[config.mk]
export PLATFORM = sky130hd
export DESIGN_NAME = sbus_frame_encoder
export DESIGN_NICKNAME = d
export VERILOG_FILES = /design/src/rtl/core/sfe_pkg.sv /design/src/rtl/core/sfe_scaler.sv /design/src/rtl/core/sfe_cell.sv /design/src/rtl/core/sbus_frame_encoder.sv
export VERILOG_INCLUDE_DIRS = /design/src /design/src/rtl/core
export SDC_FILE = /design/constraint.sdc
export NUM_CORES = 1
export LEC_CHECK = 0
export BUFFER_PORTS_ARGS = -buffer_cell sky130_fd_sc_hd__buf_2
export CAP_MARGIN = 20
export CORE_ASPECT_RATIO = 1.2
export CORE_UTILIZATION = 40
export CTS_CLUSTER_DIAMETER = 50
export CTS_CLUSTER_SIZE = 20
export DETAILED_ROUTE_END_ITERATION = 7
export GPL_TIMING_DRIVEN = 0
export PLACE_DENSITY = 0.62
export SLEW_MARGIN = 40
export SYNTH_ARGS = -nofsm -noshare
export SYNTH_HDL_FRONTEND = slang
export SYNTH_SLANG_ARGS = --single-unit
[constraint.sdc]
create_clock -name clk -period 3.9 [get_ports clk]
set_clock_uncertainty 0.1 [all_clocks]
set_input_delay 0.78 -clock clk [delete_from_list [all_inputs] [get_ports clk]]
set_output_delay 0.78 -clock clk [all_outputs]
set_load 0.02 [all_outputs]
[src/rtl/core/sbus_frame_encoder_defines.svh]
// Assertion macros for the SBUS frame encoder.
// Included by the modules that carry concurrent assertions; needs clk and rst_n in scope.
`ifndef SBUS_FRAME_ENCODER_DEFINES_SVH
`define SBUS_FRAME_ENCODER_DEFINES_SVH

// Plain property, checked on every rising clock edge outside reset.
`define SFE_ASSERT(lbl, prop, msg) \
    lbl: assert property (@(posedge clk) disable iff (!rst_n) (prop)) else $error(msg);

// Same-cycle implication.
`define SFE_ASSERT_IMP(lbl, ante, cons, msg) \
    lbl: assert property (@(posedge clk) disable iff (!rst_n) (ante) |-> (cons)) \
        else $error(msg);

// Next-cycle implication.
`define SFE_ASSERT_NXT(lbl, ante, cons, msg) \
    lbl: assert property (@(posedge clk) disable iff (!rst_n) (ante) |=> (cons)) \
        else $error(msg);

`endif

[src/rtl/core/sfe_pkg.sv]
// Shared constants and types for the SBUS frame encoder.
// No dependencies; used by all modules of the encoder.
`timescale 1ns / 1ps

package sfe_pkg;

    localparam int          VALUE_BITS  = 11;
    localparam int          DATA_BYTES  = 22;
    localparam int          FRAME_BYTES = 25;
    localparam int          IDX_BITS    = 5;

    localparam logic [7:0]  SBUS_START    = 8'h0F;
    localparam logic [7:0]  SBUS_ZERO     = 8'h00;
    localparam logic [11:0] CMD_OFFSET    = 12'd880;
    localparam logic [15:0] RECIP_FIVE    = 16'd52429;  // ceil(2^18 / 5)
    localparam int          RECIP_SHIFT   = 18;
    localparam logic [7:0]  DIVIDER_RESET = 8'd4;

    // Input action carried in tuser.
    localparam logic        ACT_WRITE     = 1'b0;
    localparam logic        ACT_TICK      = 1'b1;

    localparam logic [IDX_BITS-1:0] IDX_START      = 5'd0;
    localparam logic [IDX_BITS-1:0] IDX_FIRST_DATA = 5'd1;
    localparam logic [IDX_BITS-1:0] IDX_LAST_DATA  = 5'd22;
    localparam logic [IDX_BITS-1:0] IDX_END        = 5'd24;

    // Control from the frame sequencer to every cell of the chain.
    typedef struct packed {
        logic load;   // copy the stored channel value into the shift stage
        logic shift;  // move the chain down by one byte
    } chain_ctrl_t;

endpackage

[src/rtl/core/sfe_scaler.sv]
// Command to SBUS value conversion: floor((cmd - 880) * 8 / 5), low 11 bits; zero below 880.
// Depends on sfe_pkg.
`timescale 1ns / 1ps

module sfe_scaler
(
    input  logic [11:0]                  command,
    output logic [sfe_pkg::VALUE_BITS-1:0] value
);

    logic [11:0] diff;
    logic [14:0] times8;
    logic [30:0] prod;

    always_comb
    begin
        diff   = command - sfe_pkg::CMD_OFFSET;
        times8 = {diff, 3'b000};
        // Division by five as a multiply by the rounded-up reciprocal; exact for x < 2^18.
        prod   = 31'(times8) * 31'(sfe_pkg::RECIP_FIVE);
        if (command < sfe_pkg::CMD_OFFSET)
        begin
            value = '0;
        end
        else
        begin
            value = prod[sfe_pkg::RECIP_SHIFT +: sfe_pkg::VALUE_BITS];
        end
    end

endmodule

[src/rtl/core/sfe_cell.sv]
// One channel cell: holds the scaled channel value and one slice of the frame shift chain.
// Depends on sfe_pkg.
`timescale 1ns / 1ps

module sfe_cell
(
    input  logic                             clk,
    input  logic                             rst_n,
    input  sfe_pkg::chain_ctrl_t             ctrl,
    input  logic                             wr_en,
    input  logic [sfe_pkg::VALUE_BITS-1:0]   wr_value,
    input  logic [7:0]                       shift_in,
    output logic [7:0]                       shift_out
);

    logic [sfe_pkg::VALUE_BITS-1:0] value_reg;
    logic [sfe_pkg::VALUE_BITS-1:0] value_next;
    logic [sfe_pkg::VALUE_BITS-1:0] shift_reg;
    logic [sfe_pkg::VALUE_BITS-1:0] shift_next;

    always_comb
    begin
        value_next = wr_en ? wr_value : value_reg;
        shift_next = shift_reg;
        if (ctrl.load)
        begin
            shift_next = value_reg;
        end
        else if (ctrl.shift)
        begin
            // Bits move one byte toward cell 0; the neighbor's low byte fills the top.
            shift_next = {shift_in, shift_reg[sfe_pkg::VALUE_BITS-1:8]};
        end
    end

    always_ff @(posedge clk or negedge rst_n)
    begin
        if (!rst_n)
        begin
            value_reg <= '0;
        end
        else
        begin
            value_reg <= value_next;
        end
    end

    always_ff @(posedge clk)
    begin
        shift_reg <= shift_next;
    end

    assign shift_out = shift_reg[7:0];

endmodule

[src/rtl/core/sbus_frame_encoder.sv]
// Top level of the SBUS frame encoder: stream ports, tick counter and frame sequencer.
// Depends on sfe_pkg, sfe_scaler, sfe_cell and sbus_frame_encoder_defines.svh.
//
//  Channel | Direction | Signals                         | Contents
//  --------+-----------+---------------------------------+-------------------------------
//  s_*     | in        | s_tvalid s_tready s_tdata s_tuser | channel write or tick
//  m_*     | out       | m_tvalid m_tready m_tdata m_tlast | frame bytes, tlast on end byte
//  cfg_*   | in        | cfg_valid cfg_ready cfg_data      | tick_divider
//
// A command write updates a channel value. A tick advances the tick counter, and a tick
// that reaches the divider starts a frame of 25 bytes that leaves at one byte per cycle
// while m_tready is high, set by the byte index register and the one-byte shift of the cell
// chain per data byte taken. The input reopens in the cycle after the end byte is taken.
// Reset is asynchronous and active low; it clears the channel values, the tick counter
// and restores the divider to 4. While a frame is being sent the input channel is
// stalled; a stalled output transaction holds its byte and the chain position.
`timescale 1ns / 1ps
`include "sbus_frame_encoder_defines.svh"

module sbus_frame_encoder
#(
    parameter int CHANNELS = 7
)
(
    input  logic        clk,
    input  logic        rst_n,
    // Input stream.
    input  logic        s_tvalid,
    output logic        s_tready,
    input  logic [15:0] s_tdata,   // [3:0] channel, [15:4] command
    input  logic        s_tuser,   // [0] action: 0 command write, 1 tick
    // Output stream.
    output logic        m_tvalid,
    input  logic        m_tready,
    output logic [7:0]  m_tdata,   // [7:0] frame_byte
    output logic        m_tlast,   // last_byte
    // Configuration write channel.
    input  logic        cfg_valid,
    output logic        cfg_ready,
    input  logic [7:0]  cfg_data   // [7:0] tick_divider
);

    typedef enum logic {
        ST_IDLE,
        ST_SEND
    } state_t;

    state_t                          state_reg;
    state_t                          state_next;
    logic [sfe_pkg::IDX_BITS-1:0]    idx_reg;
    logic [sfe_pkg::IDX_BITS-1:0]    idx_next;
    logic [7:0]                      count_reg;
    logic [7:0]                      count_next;
    logic [7:0]                      divider_reg;
    logic [7:0]                      divider_next;

    logic [3:0]                      in_channel;
    logic [11:0]                     in_command;
    logic                            in_accept;
    logic                            out_accept;
    logic                            wr_accept;
    logic [7:0]                      count_inc;
    logic                            frame_start;
    logic [sfe_pkg::VALUE_BITS-1:0]  scaled;
    sfe_pkg::chain_ctrl_t            ctrl;
    logic [7:0]                      link [CHANNELS];

    assign in_channel = s_tdata[3:0];
    assign in_command = s_tdata[15:4];

    assign s_tready   = (state_reg == ST_IDLE);
    assign cfg_ready  = 1'b1;
    assign in_accept  = s_tvalid && s_tready;
    assign out_accept = m_tvalid && m_tready;

    // Writes to channels beyond the chain are dropped.
    assign wr_accept   = in_accept && (s_tuser == sfe_pkg::ACT_WRITE)
                         && ({1'b0, in_channel} < 5'(CHANNELS));
    assign count_inc   = count_reg + 8'd1;
    assign frame_start = in_accept && (s_tuser == sfe_pkg::ACT_TICK)
                         && (count_inc == divider_reg);

    sfe_scaler u_scaler
    (
        .command (in_command),
        .value   (scaled)
    );

    // The chain is loaded at frame start and moves one byte on every data byte taken.
    always_comb
    begin
        ctrl.load  = frame_start;
        ctrl.shift = out_accept && (idx_reg >= sfe_pkg::IDX_FIRST_DATA)
                     && (idx_reg <= sfe_pkg::IDX_LAST_DATA);
    end

    for (genvar i = 0; i < CHANNELS; i++)
    begin : g_cell
        logic [7:0] neighbor;
        if (i == CHANNELS - 1)
        begin : g_tail
            assign neighbor = 8'h00;
        end
        else
        begin : g_body
            assign neighbor = link[i + 1];
        end

        sfe_cell u_cell
        (
            .clk       (clk),
            .rst_n     (rst_n),
            .ctrl      (ctrl),
            .wr_en     (wr_accept && (in_channel == 4'(i))),
            .wr_value  (scaled),
            .shift_in  (neighbor),
            .shift_out (link[i])
        );
    end

    // Next-state logic of the tick counter and the frame sequencer.
    always_comb
    begin
        state_next   = state_reg;
        idx_next     = idx_reg;
        count_next   = count_reg;
        divider_next = divider_reg;

        if (cfg_valid && cfg_ready)
        begin
            divider_next = cfg_data;
        end

        case (state_reg)
            ST_IDLE:
            begin
                if (in_accept && (s_tuser == sfe_pkg::ACT_TICK))
                begin
                    count_next = count_inc;
                    if (frame_start)
                    begin
                        count_next = 8'd0;
                        idx_next   = sfe_pkg::IDX_START;
                        state_next = ST_SEND;
                    end
                end
            end
            ST_SEND:
            begin
                if (out_accept)
                begin
                    if (idx_reg == sfe_pkg::IDX_END)
                    begin
                        idx_next   = sfe_pkg::IDX_START;
                        state_next = ST_IDLE;
                    end
                    else
                    begin
                        idx_next = idx_reg + 5'd1;
                    end
                end
            end
            default:
            begin
                state_next = ST_IDLE;
            end
        endcase
    end

    always_ff @(posedge clk or negedge rst_n)
    begin
        if (!rst_n)
        begin
            state_reg   <= ST_IDLE;
            idx_reg     <= sfe_pkg::IDX_START;
            count_reg   <= 8'd0;
            divider_reg <= sfe_pkg::DIVIDER_RESET;
        end
        else
        begin
            state_reg   <= state_next;
            idx_reg     <= idx_next;
            count_reg   <= count_next;
            divider_reg <= divider_next;
        end
    end

    // Byte selection: start byte, the low byte of cell 0 for data, zero for flags and end.
    always_comb
    begin
        case (idx_reg) inside
            sfe_pkg::IDX_START:                               m_tdata = sfe_pkg::SBUS_START;
            [sfe_pkg::IDX_FIRST_DATA:sfe_pkg::IDX_LAST_DATA]: m_tdata = link[0];
            default:                                          m_tdata = sfe_pkg::SBUS_ZERO;
        endcase
    end

    assign m_tvalid = (state_reg == ST_SEND);
    assign m_tlast  = (idx_reg == sfe_pkg::IDX_END);

    // The input side is never open while a frame is in flight.
    `SFE_ASSERT_IMP(a_exclusive, s_tready, !m_tvalid, "input open during a frame")
    // A tick that reaches the divider is followed by the start byte.
    `SFE_ASSERT_NXT(a_frame_start, frame_start,
        m_tvalid && (m_tdata == sfe_pkg::SBUS_START), "frame did not start")
    // The end byte closes the frame and reopens the input.
    `SFE_ASSERT_NXT(a_frame_end, out_accept && m_tlast,
        s_tready && (count_reg == 8'd0), "frame did not close")
    // The counter does not move while bytes are being sent.
    `SFE_ASSERT_NXT(a_count_hold, m_tvalid, $stable(count_reg) || s_tready,
        "tick counter moved during a frame")

endmodule
==> impl_metrics.csv, run 1 <==
group,metric,value,unit
grt,grt_usage,0.202,
routing,vias_per_cell,5.36,
floorplan,dieWidth,153,um
cts,clock_latency,0.44,ns
cells_and_area,utilization,0.516,
sta,relSlewSlack,0.416,
setup_path,slowest_delay,0.58,ns
grt,antenna_found_initial,0,
setup_path,cpMostUsedCell,"fa_2",
grt,grt_pass1_vias,8392,
place,gp_congestion,0.851,
logic_synthesis,synth-edff-count,77,
floorplan,initial_core_util,0.412,
floorplan,std_cell_rows,65,
logic_synthesis,synthTopCellsByCount,"nand2_1, inv_1, dfrtp_1",
cts,cts_sinks,176,
logic_synthesis,synthFlopType,"dfrtp_1",
cts,holdBufCountCts,0,
floorplan,ioPinCount,42,
floorplan,coreArea,0.0265,mm2
logic_synthesis,yosysSeqAreaShare,0.439,
logic_synthesis,yosysUniqueCellTypes,71,
logic_synthesis,ys_warn_count,0,
routing,drtIter0Drc,448,
floorplan,die-area,0.0279,mm2
sta,fin_setup_tns,-112.27,ns
sta,fin_crit,5.54,ns
logic_synthesis,yosysTopAreaCellShare,0.225,
job,cap_viol_max_count,0,
routing,detail-route-antenna-nets,0,
cells_and_area,syn2layout_area_growth,25.3,%
setup_path,slowest_stage,"fa_2",
setup_path,cp.required,4.11,ns
routing,first_pass_iters,8,
logic_synthesis,yosysMostFrequentCell,"nand2_1",
routing,vias,8377,
cells_and_area,drive_above_1_share,0.245,
sta,setup-violations-final,77,
floorplan,die_h,183,um
sta,hold_ws,0.0962,ns
sta,setup_ws,-1.64,ns
setup_path,worstSetupEndpointType,"register",
grt,grt_max_degree,67,
cts,cts_max_level,4,
cells_and_area,fillers,2373,
sta,hold_viol_final,0,
routing,post-route-drc-count,5,
logic_synthesis,syn_area,0.0109,mm2
setup_path,critPathLaunchType,"input pin",
place,hpwl,19500,um
sta,slew_viol_final,0,
setup_path,worst-setup-path-type,"in -> reg",
cells_and_area,fin_nets,1363,
cts,cts-root-buf,"clkbuf_16",
logic_synthesis,yosysTopAreaCell,"dfrtp_1",
cts,cts_buffers,17,
sta,rsz0062_at_grt,"yes",
place,portBuffers,39,
cts,clockBufferDepth,2,
logic_synthesis,avgSynthCellArea,9.81,um2
logic_synthesis,synth_nets,1261,
sta,fin_crit_sh,1.42,
logic_synthesis,async_reset_ff_frac,0.563,
sta,clock.fmax,0.181,GHz
cts,clkSlewWorstSetupHoldPaths,0.08,ns
logic_synthesis,ys_seq_elements,176,
cells_and_area,antenna_cells,0,
logic_synthesis,synthCells,1112,
cts,cts_tree,"built",
setup_path,critical_path_arrival,5.74,ns
logic_synthesis,synth.area.top_cells,"dfrtp_1, edfxtp_1, nand2_1",
routing,wirelength,28100,um
status,outcome,"finished, violations left",
routing,wl_per_cell,18.0,um
grt,grt-ovfl-total,0,
sta,worstMarginPinSlew,0.875,ns
grt,grt_pass1_wl,44000,um
setup_path,cp_max_fo,7,
status,violations,"DRC, setup timing",
setup_path,crit_path_cell_trace,"buf_8 -> and3_4 -> o21a_4 -> a21oi_4 -> xor2_4 -> buf_6 -> ha_4 -> fa_2 -> fa_2 -> fa_2 -> fa_1 -> inv_2 -> ha_4 -> nand2_4 -> nor3_4 -> nand2_1 -> a2111o_1 -> buf_6 -> a21oi_4 -> buf_12 -> o31ai_4",
min_path,hold_path.class,"in -> async",
[cells by family (layout without fill, tap and decap cells)]
| group | after synthesis | after routing | share of synthesized area |
|---|---|---|---|
| AO/OA/AOI/OAI | 176 | 176 | 0.112 |
| XOR/XNOR | 23 | 23 | 0.0185 |
| adder cells (fa/ha/maj) | 119 | 119 | 0.165 |
| buffers and inverters | 153 | 268 | 0.0589 |
| flip-flops | 176 | 176 | 0.439 |
| multiplexers | 23 | 23 | 0.0229 |
| other | 1 | 1 | 0.000344 |
| AND/OR/NAND/NOR | 441 | 441 | 0.183 |
[final cells by class]
| class | count | area (um2) | share of cell area |
|---|---|---|---|
| multi-input cells | 783 | 6420 | 0.469 |
| flip-flops and latches | 176 | 4790 | 0.350 |
| repair buffers | 87 | 764 | 0.0559 |
| clock buffers | 17 | 425 | 0.0311 |
| well taps | 335 | 419 | 0.0307 |
| inverters | 109 | 409 | 0.0299 |
| plain buffers | 40 | 253 | 0.0185 |
| clock inverters | 15 | 196 | 0.0144 |
[per-layer routing]
| metal | share of wire | vias up | track usage | wire (um) |
|---|---|---|---|---|
| li1 | - | 4006 | - | - |
| met1 | 0.41 | 4123 | 0.244 | 11600 |
| met2 | 0.53 | 207 | 0.369 | 14800 |
| met3 | 0.038 | 41 | 0.0321 | 1060 |
| met4 | 0.022 | 0 | 0.0642 | 605 |
| met5 | 0 | - | 0 | 0 |
[worst paths after layout]
check / start / endpoint / slack, ns / cells past startpoint
max: s_tdata[8] / g_cell[1].u_cell.value_reg[10] / -1.64 / 21
min in group clk: g_cell[4].u_cell.value_reg[9] / g_cell[4].u_cell.value_reg[9] / 0.38 / 2
max reg2reg: count_reg[0] / g_cell[5].u_cell.shift_reg[2] / 0.68 / 10
min reg2reg: g_cell[4].u_cell.value_reg[9] / g_cell[4].u_cell.value_reg[9] / 0.38 / 2
min: rst_n / count_reg[2] / 0.1 / 1
max in group asynchronous: rst_n / g_cell[3].u_cell.value_reg[0] / 2.96 / 2
[cell usage in the layout, fill, tap and decap left out, types with 12 or more instances in the layout]
cell and instances:
mux2_2 13, dfrtp_1 98, clkbuf_16 17, o21ai_0 13, a21oi_1 15, nand2_1 266, clkbuf_1 17, nand3_1 24
buf_2 42, nor3_1 12, buf_6 19, inv_1 102, nor2_1 26, fa_1 37, o21ai_1 12, ha_1 65
edfxtp_1 77, and2_1 13, o21ai_2 23, buf_4 34, nand3_2 13, a22o_1 32
[repair_timing]
| item | in CTS | in global routing |
|---|---|---|
| pin swaps | 59 | 48 |
| endpoints found under the hold margin | 0 | 0 |
| endpoints found under the setup margin | 77 | 77 |
| gates resized for setup | 98 | 71 |
| buffers inserted | 30 | 18 |
[worst max-delay path, delay by kind of cell]
kind | cells | cell delay [ns]
fa+ha+maj | 6 | 2.49
buf+inv | 5 | 0.57
compound gates | 5 | 1.09
simple gates | 4 | 0.60
xor+xnor | 1 | 0.20
[stage by stage]
| step | worst slack, ns | instances | instance area [um2] |
|---|---|---|---|
| global route | -1.78 | 1562 | 13700 |
| global placement | -2.61 | 1486 | 11800 |
| floorplan | -1.53 | 1112 | 11200 |
| CTS | -1.59 | 1548 | 13200 |
| finish | -1.64 | 1562 | 13700 |
| detailed placement | -2.49 | 1488 | 11900 |
Power of run 1 is not shown: default switching activity piles up to over one toggle a cycle in this logic, so the estimate is an artifact.
==> run 2, diff against run 1 <==
- CORE_MARGIN: not set -> 2
==> run 2 against run 1 <==
Effect of this change: the flow finishes with violations (setup timing); global-route usage decreased by 0.21 points; worst setup slack improved by 0.077 ns; register-to-register slack about the same; via count is 1.3% higher; sequential share of layout area is 0.64 points lower; flip-flop and latch count did not move; die area is 2.4% higher; critical endpoint is now g_cell[0].u_cell.value_reg[10]; highest routed layer unchanged.
==> impl_metrics.csv, run 2 (same netlist as run 1, synthesis figures left out) <==
group,metric,value,unit
grt,grt-ovfl-total,0,
cells_and_area,fillers,2380,
setup_path,reg2reg_depth,10,
grt,grt_usage,0.200,
routing,post-route-drc-count,0,
floorplan,die-area,0.0286,mm2
setup_path,path_buf_inv,5,
place,gp_congestion,0.858,
cells_and_area,drive_above_1_share,0.260,
cts,cts_tree,"built",
grt,grt_max_degree,66,
setup_path,slowest_stage,"fa_2",
floorplan,std_cell_rows,66,
cts,clockBufferDepth,2,
cells_and_area,final_cell_mix,"nand2_1, inv_1, dfrtp_1",
place,post-place-ws,-2.48,ns
routing,drtIter0Drc,521,
setup_path,cp.required,4.10,ns
sta,hold_viol_final,0,
sta,setup_ws,-1.56,ns
setup_path,crit_path_cell_trace,"buf_8 -> and3_4 -> o21a_4 -> a21oi_4 -> xor2_4 -> buf_6 -> ha_4 -> fa_2 -> fa_2 -> fa_1 -> fa_1 -> inv_2 -> ha_4 -> nand3_4 -> nor3_4 -> nand2_2 -> a2111o_1 -> buf_4 -> a21oi_4 -> buf_12 -> o31ai_2",
setup_path,cp_top_family,"adder cells",
setup_path,slowest_delay,0.58,ns
cells_and_area,final_common_cell,"nand2_1",
floorplan,ioPinCount,42,
routing,vias,8485,
cts,clkSlewWorstSetupHoldPaths,0.07,ns
sta,rsz0062_at_grt,"yes",
place,hpwl,19200,um
setup_path,cp_max_fo,7,
status,outcome,"finished, violations left",
routing,detail-route-antenna-nets,0,
routing,wirelength,27900,um
routing,first_pass_iters,5,
floorplan,coreArea,0.0270,mm2
setup_path,r2r_slack,0.68,ns
sta,fin_crit_sh,1.40,
setup_path,critical_path_arrival,5.66,ns
cells_and_area,syn2layout_area_growth,27.6,%
cts,cts-root-buf,"clkbuf_16",
cells_and_area,antenna_cells,0,
floorplan,dieWidth,155,um
floorplan,initial_core_util,0.404,
status,violations,"setup timing",
sta,setup-violations-final,77,
cts,cts_max_level,4,
routing,vias_per_cell,5.33,
grt,grt_pass1_vias,8650,
min_path,hold_path.class,"in -> async",
sta,slew_viol_final,0,
sta,fin_crit,5.46,ns
cts,clock_latency,0.43,ns
place,portBuffers,39,
setup_path,startpoint,"s_tdata[8]",
sta,worstMarginPinSlew,0.870,ns
grt,antenna_found_initial,0,
setup_path,r2r_start,"count_reg[0]",
job,cap_viol_max_count,0,
sta,relSlewSlack,0.420,
setup_path,worstSetupEndpointType,"register",
cts,cts_sinks,176,
routing,wl_per_cell,17.5,um
cts,cts_buffers,17,
setup_path,worst-setup-path-type,"in -> reg",
cts,holdBufCountCts,0,
sta,clock.fmax,0.183,GHz
floorplan,die_h,185,um
grt,grt_pass1_wl,44600,um
setup_path,reg2reg_to,"g_cell[3].u_cell.shift_reg[3]",
cells_and_area,fin_nets,1387,
setup_path,critPathLaunchType,"input pin",
-- run 2: cell types whose count changed in the layout (fill, tap and decap cells not counted), moves of 3 or more --
cell	change
mux2_2	-3
buf_4	+17
inv_1	-3
ha_1	-3
inv_2	+3
ha_4	+3
o21ai_1	+3
buf_6	+6
mux2_4	+3
o21ai_2	-4
-- run 2: cell type report --
cell class / instances / area [um2] / share of cell area
well taps: 340 / 425 / 0.0305
clock inverters: 14 / 189 / 0.0136
plain buffers: 41 / 272 / 0.0195
repair buffers: 110 / 955 / 0.0685
clock buffers: 18 / 429 / 0.0308
multi-input cells: 783 / 6460 / 0.464
inverters: 109 / 409 / 0.0294
flip-flops and latches: 176 / 4790 / 0.344
-- run 2: worst max path at each step --
stage,endpoint,depth (start not counted)
3_3_place_gp,g_cell[6].u_cell.value_reg[6],19
2_1_floorplan,g_cell[0].u_cell.value_reg[8],19
4_1_cts,g_cell[3].u_cell.value_reg[10],20
5_1_grt,g_cell[3].u_cell.value_reg[10],19
6_report,g_cell[0].u_cell.value_reg[10],21
3_5_place_dp,g_cell[4].u_cell.value_reg[9],20
-- run 2: what timing repair did --
item,4_1_cts,5_1_grt
cloned,0,0
gates resized for setup,121,65
pin swaps,63,58
endpoints found under the setup margin,77,77
setup buffers,46,26
-- run 2: metal layers --
| metal | up-vias | wire, um | GRT usage |
|---|---|---|---|
| met5 | - | 0 | 0 |
| met4 | 0 | 874 | 0.0744 |
| met2 | 233 | 14300 | 0.364 |
| met1 | 4158 | 11600 | 0.240 |
| met3 | 47 | 1170 | 0.0297 |
| li1 | 4047 | - | - |
-- run 2: worst reg2reg max path: stages (launching register included) --
cell and delay, ns:
dfrtp_1 0.47, ha_1 0.28, nand3_1 0.23, nor3b_1 0.27, o2111ai_1 0.23, a211o_1 0.33
buf_2 0.16, buf_6 0.16, buf_6 0.16, nand2_8 0.14, buf_16 0.30
-- run 2: per-stage QoR --
step	utilization	instances	TNS, ns	cell area, um2	hold WS, ns
after global placement	0.437	1491	-219.28	11800	0.360
after CTS	0.499	1569	-114.14	13500	0.100
after global routing	0.516	1591	-124.12	13900	0.112
after detailed placement	0.441	1493	-176.50	11900	0.368
final	0.516	1591	-113.74	13900	0.107
after floorplan	-	1112	-110.73	11200	0.340
Power of run 2 is left out for the same reason.
==> run 3, diff against run 2 <==
- CORE_MARGIN: 2 -> not set
- MAX_ROUTING_LAYER: not set -> met4
- clock period: 3.9 -> 4.9 ns (I/O delays scaled with it)
==> run 3 against run 2 <==
Effect of this change: clock-buffer cell count up 2; die area is 2.4% lower; critical endpoint is now g_cell[3].u_cell.value_reg[5]; the flow finishes with violations (DRC, setup timing); register-to-register slack gained 0.82 ns.
==> impl_metrics.csv, run 3 (same netlist as run 1, synthesis figures left out) <==
group,metric,value,unit
status,outcome,"finished, violations left",
status,violations,"DRC, setup timing",
cts,cts-root-buf,"clkbuf_16",
cells_and_area,drive_above_1_share,0.240,
grt,grt_pass1_wl,44300,um
grt,grt-ovfl-total,0,
floorplan,die-area,0.0279,mm2
cells_and_area,fillers,2350,
floorplan,ioPinCount,42,
grt,grt_pass1_vias,8493,
setup_path,reg2reg_depth,10,
job,cap_viol_max_count,0,
routing,vias,8280,
cells_and_area,seq_area,0.00479,mm2
cells_and_area,final_cells,1561,
setup_path,r2r_start,"count_reg[0]",
grt,grt_max_degree,67,
floorplan,initial_core_util,0.412,
setup_path,crit_path_cell_trace,"buf_8 -> and3_4 -> o21a_4 -> a21oi_4 -> xor2_2 -> ha_4 -> fa_2 -> fa_1 -> inv_2 -> fa_1 -> inv_2 -> fa_1 -> inv_2 -> ha_4 -> buf_12 -> buf_12 -> nand2_4 -> o22ai_4 -> a31oi_4 -> a21o_1 -> nand3_4 -> mux2_4",
cts,clock_latency,0.43,ns
setup_path,reg2reg_to,"g_cell[3].u_cell.shift_reg[9]",
cells_and_area,final_common_cell,"nand2_1",
cells_and_area,syn2layout_area_growth,24.0,%
floorplan,dieWidth,153,um
cts,clockBufferDepth,2,
routing,drtIter0Drc,601,
sta,fin_crit,5.68,ns
sta,fin_crit_sh,1.16,
place,placed_area,0.0119,mm2
routing,post-route-drc-count,2,
setup_path,r2r_slack,1.50,ns
place,portBuffers,39,
floorplan,die_h,183,um
sta,clock.fmax,0.176,GHz
routing,wirelength,27400,um
setup_path,slowest_delay,0.54,ns
cts,cts_max_level,4,
routing,vias_per_cell,5.30,
min_path,hold_path.class,"in -> async",
setup_path,worstSetupEndpointType,"register",
cts,clkSlewWorstSetupHoldPaths,0.07,ns
cts,cts_sinks,176,
grt,grt_usage,0.210,
setup_path,critical_path_arrival,5.89,ns
setup_path,cp_max_fo,7,
sta,relSlewSlack,0.439,
cells_and_area,antenna_cells,0,
place,hpwl,19400,um
floorplan,coreArea,0.0265,mm2
sta,rsz0062_at_grt,"yes",
cts,cts_tree,"built",
floorplan,std_cell_rows,65,
cells_and_area,final_cell_area,0.0135,mm2
sta,setup_ws,-0.782,ns
grt,antenna_found_initial,0,
routing,wl_per_cell,17.6,um
cells_and_area,multiInputGateArea,0.00633,mm2
setup_path,path_buf_inv,6,
setup_path,slowest_stage,"fa_1",
place,gp_congestion,0.863,
routing,first_pass_iters,8,
place,placed_cells,1488,
setup_path,critPathLaunchType,"input pin",
sta,worstMarginPinSlew,0.842,ns
cells_and_area,final_cell_mix,"nand2_1, inv_1, dfrtp_1",
sta,slew_viol_final,0,
cells_and_area,fin_nets,1362,
setup_path,cp_top_family,"adder cells",
routing,detail-route-antenna-nets,0,
setup_path,worst-setup-path-type,"in -> reg",
sta,hold_viol_final,0,
sta,setup-violations-final,77,
setup_path,cp.required,5.11,ns
cts,cts_buffers,17,
run 3: cell count changes in the layout (fill, tap and decap cells not counted), sizes merged:
cell,delta
clkinvlp,+2
buf,-27
inv,-3
clkbuf,+4
bufinv,-1
run 3: worst max path at each step:
| stage | start | to | slack, ns | cells past startpoint |
|---|---|---|---|---|
| 3_5_place_dp | s_tdata[8] | g_cell[4].u_cell.value_reg[9] | -1.70 | 20 |
| 5_1_grt | s_tdata[9] | g_cell[0].u_cell.value_reg[8] | -0.92 | 22 |
| 3_3_place_gp | s_tdata[8] | g_cell[6].u_cell.value_reg[6] | -1.81 | 19 |
| 4_1_cts | s_tdata[9] | g_cell[0].u_cell.value_reg[8] | -0.74 | 22 |
| 2_1_floorplan | s_tdata[8] | g_cell[0].u_cell.value_reg[8] | -0.73 | 19 |
| 6_report | s_tdata[9] | g_cell[3].u_cell.value_reg[5] | -0.78 | 22 |
run 3: area by class of cell:
type / count / share of cell area
multi-input cells: 783 / 0.468
flip-flops and latches: 176 / 0.354
repair buffers: 86 / 0.0576
clock buffers: 20 / 0.0323
well taps: 335 / 0.0310
inverters: 109 / 0.0302
plain buffers: 40 / 0.0180
clock inverters: 12 / 0.00925
run 3: what timing repair did:
item                       4_1_cts  5_1_grt
setup endpoints to repair       77       77
pin swaps                       44       35
resized for setup              119       29
buffers inserted                40        9
hold endpoints to repair         0        0
hold buffers                     0        0
run 3: per-layer routing:
layer,vias to the layer above,part of all wire,global-route usage
met2,174,0.52,0.378
met1,4058,0.42,0.239
met3,50,0.029,0.0300
met4,0,0.024,0.0731
li1,3998,-,-
met5,-,0,-
run 3: worst register-to-register path: cells and delay by family, from the launching register on:
kind	cells	cell delay (ns)
buffers and inverters	4	0.82
adders and majority gates	1	0.28
and+or+nand+nor	3	0.89
AOI/OAI and AO/OA	2	0.52
DFF	1	0.46
run 3: through the flow:
stage,util,hold slack (ns),TNS (ns),worst slack [ns]
floorplan,-,0.340,-49.13,-0.734
global placement,0.445,0.360,-175.71,-1.81
detailed placement,0.448,0.367,-113.60,-1.70
CTS,0.503,0.297,-44.21,-0.744
global route,0.510,0.303,-63.94,-0.918
finish,0.510,0.300,-51.82,-0.782
Power of run 3 is left out for the same reason.
